### config.mk
export PLATFORM = sky130hd
export DESIGN_NAME = chme_ctrl
export DESIGN_NICKNAME = d
export VERILOG_FILES = /design/src/rtl/chme_pkg.sv /design/src/rtl/chme_ctrl.sv
export SDC_FILE = /design/constraint.sdc
export NUM_CORES = 1
export LEC_CHECK = 0
export BUFFER_PORTS_ARGS = -buffer_cell sky130_fd_sc_hd__buf_2
export CORE_AREA = 2 2 39 41
export CTS_BUF_LIST = sky130_fd_sc_hd__clkbuf_8
export CTS_CLUSTER_DIAMETER = 40
export DETAILED_ROUTE_END_ITERATION = 8
export DIE_AREA = 0 0 41 43
export MAX_ROUTING_LAYER = met4
export PLACE_DENSITY = 0.74
export RECOVER_POWER = 50
export SLEW_MARGIN = 20
export SYNTH_ARGS = -nofsm -noshare
export SYNTH_HDL_FRONTEND = slang
export SYNTH_SLANG_ARGS = --single-unit
### constraint.sdc
create_clock -name i_clk -period 2.1 [get_ports i_clk]
set_input_delay 0.42 -clock i_clk [delete_from_list [all_inputs] [get_ports i_clk]]
set_output_delay 0.42 -clock i_clk [all_outputs]
set_load 0.01 [all_outputs]
### src/rtl/chme_pkg.sv
package chme_pkg;

    localparam int MAX_BUCKETS_DEF = 256;
    localparam int POOL_NODES_DEF  = 1024;

    localparam int BC_W   = 9;
    localparam int MODE_W = 2;
    localparam int KEY_W  = 32;
    localparam int VAL_W  = 32;
    localparam int STAT_W = 2;
    localparam int CNT_W  = 11;

    localparam logic [BC_W-1:0] BC_RESET = 9'd16;

    localparam logic [MODE_W-1:0] MODE_INSERT = 2'd0;
    localparam logic [MODE_W-1:0] MODE_DELETE = 2'd2;

    localparam logic [STAT_W-1:0] ST_OK     = 2'd0;
    localparam logic [STAT_W-1:0] ST_DUP    = 2'd1;
    localparam logic [STAT_W-1:0] ST_ABSENT = 2'd2;
    localparam logic [STAT_W-1:0] ST_FULL   = 2'd3;

    localparam int DIV_STEPS = 8;
    localparam int DIV_BITS  = 8;
    localparam int DVD_W     = DIV_STEPS * DIV_BITS;
    localparam int DCNT_W    = $clog2(DIV_STEPS);

    typedef struct packed {
        logic load;
        logic div_step;
        logic head_rd;
        logic head_ld;
        logic node_rd;
        logic walk_adv;
        logic hit;
        logic pop_rd;
        logic fin;
        logic out_ld;
    } t_cmd;

    typedef struct packed {
        logic div_last;
        logic cur_nil;
        logic key_match;
        logic need_pop;
        logic out_free;
    } t_sts;

endpackage

### src/rtl/chme_ctrl.sv
module chme_ctrl (
    input  logic           i_clk,
    input  logic           i_rst_n,
    input  logic           i_in_valid,
    output logic           o_in_ready,
    input  chme_pkg::t_sts i_sts,
    output chme_pkg::t_cmd o_cmd
);
    import chme_pkg::*;

    typedef enum logic [8:0] {
        S_IDLE = 9'b000000001,
        S_DIV  = 9'b000000010,
        S_HRD  = 9'b000000100,
        S_HLD  = 9'b000001000,
        S_WRD  = 9'b000010000,
        S_CMP  = 9'b000100000,
        S_UPD  = 9'b001000000,
        S_POP  = 9'b010000000,
        S_OUT  = 9'b100000000
    } t_state;

    t_state r_state, n_state;

    always_ff @(posedge i_clk) begin
        if (!i_rst_n) begin
            r_state <= S_IDLE;
        end else begin
            r_state <= n_state;
        end
    end

    always_comb begin
        n_state    = r_state;
        o_cmd      = '0;
        o_in_ready = 1'b0;
        unique case (r_state)
            S_IDLE: begin
                o_in_ready = 1'b1;
                if (i_in_valid) begin
                    o_cmd.load = 1'b1;
                    n_state    = S_DIV;
                end
            end
            S_DIV: begin
                o_cmd.div_step = 1'b1;
                if (i_sts.div_last) begin
                    n_state = S_HRD;
                end
            end
            S_HRD: begin
                o_cmd.head_rd = 1'b1;
                n_state       = S_HLD;
            end
            S_HLD: begin
                o_cmd.head_ld = 1'b1;
                n_state       = S_WRD;
            end
            S_WRD: begin
                if (i_sts.cur_nil) begin
                    n_state = S_UPD;
                end else begin
                    o_cmd.node_rd = 1'b1;
                    n_state       = S_CMP;
                end
            end
            S_CMP: begin
                if (i_sts.key_match) begin
                    o_cmd.hit = 1'b1;
                    n_state   = S_UPD;
                end else begin
                    o_cmd.walk_adv = 1'b1;
                    n_state        = S_WRD;
                end
            end
            S_UPD: begin
                if (i_sts.need_pop) begin
                    o_cmd.pop_rd = 1'b1;
                    n_state      = S_POP;
                end else begin
                    o_cmd.fin = 1'b1;
                    n_state   = S_OUT;
                end
            end
            S_POP: begin
                o_cmd.fin = 1'b1;
                n_state   = S_OUT;
            end
            S_OUT: begin
                if (i_sts.out_free) begin
                    o_cmd.out_ld = 1'b1;
                    n_state      = S_IDLE;
                end
            end
            default: begin
                n_state = S_IDLE;
            end
        endcase
    end
endmodule

==> results_dict.tcl <==
set metrics [dict create \
    status "complete, but fails checks" \
    violations "negative setup slack" \
    period_share_pct 101 \
    grt_max_degree 10 \
    critPathKind "reg2out" \
    portBuffers 18 \
    pin_count 19 \
    tritoncts "yes" \
    reg_top3 "r_state (9)" \
    maxSlewViolCount 0 \
    die_width_um 41 \
    fin_util_pct 55.5 \
    cts_max_level 1 \
    drt_pass1_iterations 4 \
    p_switching_w 0.000139 \
    synth.area.top_cells "dfxtp_1 (32%), nor2_1 (6.0%), nor2b_1 (5.6%)" \
    syn_nets 76 \
    largest_register_ffs 9 \
    worst_pin_slew_ns 0.445 \
    worstPathArrival_ns 1.71 \
    worstPathRequired_ns 1.68 \
    via_per_inst 5.50 \
    clk_latency_ns 0.23 \
    final_antenna_net_count 0 \
    final_layout_size_suffix_gt1_share_pct 39.8 \
    ir_worst_vdd_mv 0.343 \
    cts_root_buf "clkbuf_8" \
    synthCells 68 \
    dominantRegCellSynth "dfxtp_1" \
    stdcell_area_um2 768 \
    finalSetupViolCount 1 \
    area_delta_synth_final_pct 37.4 \
    synth_largest_area_cell "dfxtp_1" \
    rsz0062_at_grt "true" \
    finalHoldViolCount 0 \
    syn_avg_cell_area_um2 8.22 \
    hp-class "in2reg" \
    combPwrFrac_pct 23.9 \
    drc_errors 0 \
    rows 14 \
    p_seq_share_pct 37.4 \
    place_hpwl_um 1030 \
    drv_cap 0 \
    static-leakage-power_nw 0.377 \
    maxSlewHeadroom_pct 69.9 \
    crit_fanout 5 \
    grt_util_all_layers_pct 18.8 \
    fin_nets 102 \
    top_register "r_state" \
    fin_skew_ns 0.000162 \
    synth_top_area_share_pct 32.2 \
    yosysWarnings 0 \
    die_y_um 43 \
    grt_overflow_total 0 \
    cts_max_path_buffers 2 \
    cp-end-kind "output pin" \
    grt_pass1_vias 520 \
    dieArea_mm2 0.00176 \
    vias 599 \
    yosysUniqueCellTypes 28 \
    antenna_found_initial 0 \
    p_per_area_mw_per_mm2 662 \
    swShare_pct 27.4 \
    dr.first_iter.drc_count 20 \
    cts_hold_buf 0 \
    power_frac_clock_pct 38.7 \
    cts_made_buffers 3 \
    routabilityCongestion 0.841 \
    initial_core_util_pct 40.4 \
    ys_seq_area_share_pct 32.2 \
    grt_pass1_wl_um 2150 \
    totalPowerFinal_w 0.000509 \
    worstSetupStartpointType "register" \
    fmax_mhz 469 \
    period_needed_ns 2.13 \
    dpl_cell_area_um2 689 \
    p_int_w 0.000369 \
    synth-edff-count 0 \
    synth_commonest_cells "dfxtp_1 (9), nor2_1 (9), nor2b_1 (5)" \
    core-area_mm2 0.00138 \
    routedWlPerCell_um 12.5 \
    worst_slack_ns -0.0304 \
    wl_um 1370 \
    diodes 0 \
    path_clk_slew_ns 0.04 \
    synth-seq-cells 9 \
    clock-sinks 9 \
    async_flop_share_pct 0 \
    netlist_area_um2 559 \
]
[layout by cell type (no fill, tap or decap), types with 2 or more instances in the layout]
master and n:
buf_4 5, nor4b_1 2, and4b_1 2, nor2_2 2, a211oi_1 2, nor2b_1 5
dfxtp_2 3, nor2_1 8, dfxtp_1 6, or4_4 2, clkbuf_8 3, nor4_1 2
inv_1 5, o21a_1 3, and3b_1 3, nand2_1 3, buf_2 18, and2_1 2
and3_1 3
[repair_timing]
action | in CTS | in global routing
pin swaps | 2 | 1
resized for setup | 6 | 2
buffers inserted | 0 | 1
setup endpoints to repair | 8 | 8
[metrics by stage]
step	hold slack, ns	setup TNS (ns)	std cells	setup slack (ns)
2_1_floorplan	0.458	0	68	0.185
3_3_place_gp	0.484	0	104	0.140
3_5_place_dp	0.499	0	104	0.110
4_1_cts	0.383	-0.0492	108	-0.0413
5_1_grt	0.389	-0.344	109	-0.0781
6_report	0.383	-0.0304	109	-0.0304
[logic make-up (layout without fill, tap and decap cells)]
group           Yosys count  count (layout)  share of synthesized area, %
buf+inv                   6              31                          4.47
compound gates           12              12                          15.4
simple gates             40              40                          46.3
xor+xnor                  1               1                          1.57
flops                     9               9                          32.2
[critical path, stage by stage, from the launching register on]
cell and delay [ns]:
dfxtp_2 0.33, or4_4 0.55, or3_4 0.39, nor2_2 0.08
buf_2 0.12
[path summary, 6_finish.rpt]
kind / slack (ns) / from / depth (start not counted) / end
setup / recovery: -0.03 / r_state[1]$_SDFFE_PN0P_ / 4 / o_cmd[0]
hold / removal: 0.38 / i_sts[3] / 2 / r_state[5]$_SDFFE_PN0P_
setup reg to reg: 0.49 / r_state[4]$_SDFFE_PN0P_ / 6 / r_state[1]$_SDFFE_PN0P_
hold reg to reg: 0.50 / r_state[4]$_SDFFE_PN0P_ / 2 / r_state[5]$_SDFFE_PN0P_
[per-layer routing]
layer  up-vias  part of all wire, %  GRT usage, %
met1       265                   46          22.9
met2        28                   45          25.6
met3         6                  6.5          5.24
met4         0                  3.2          13.3
met5         -                    0             -
li1        300                    -             -
[power by group through the flow]
stage / logic (W) / registers, W / clock network (W)
2_1_floorplan: 0.0000703 / 0.000189 / 0
3_3_place_gp: 0.000109 / 0.000191 / 0
3_5_place_dp: 0.000111 / 0.000191 / 0
4_1_cts: 0.000117 / 0.000190 / 0.000201
5_1_grt: 0.000133 / 0.000191 / 0.000215
6_report: 0.000121 / 0.000190 / 0.000197
[layout make-up]
cell class              count  area [µm²]
well taps                  16        20.0
multi-input cells          53         377
inverters                   4        15.0
clock inverters             1        3.75
flip-flops and latches      9         184
clock buffers               3        41.3
repair buffers             23         128
fillers                   134         616
Note: power is estimated with default switching activity, not from simulation.
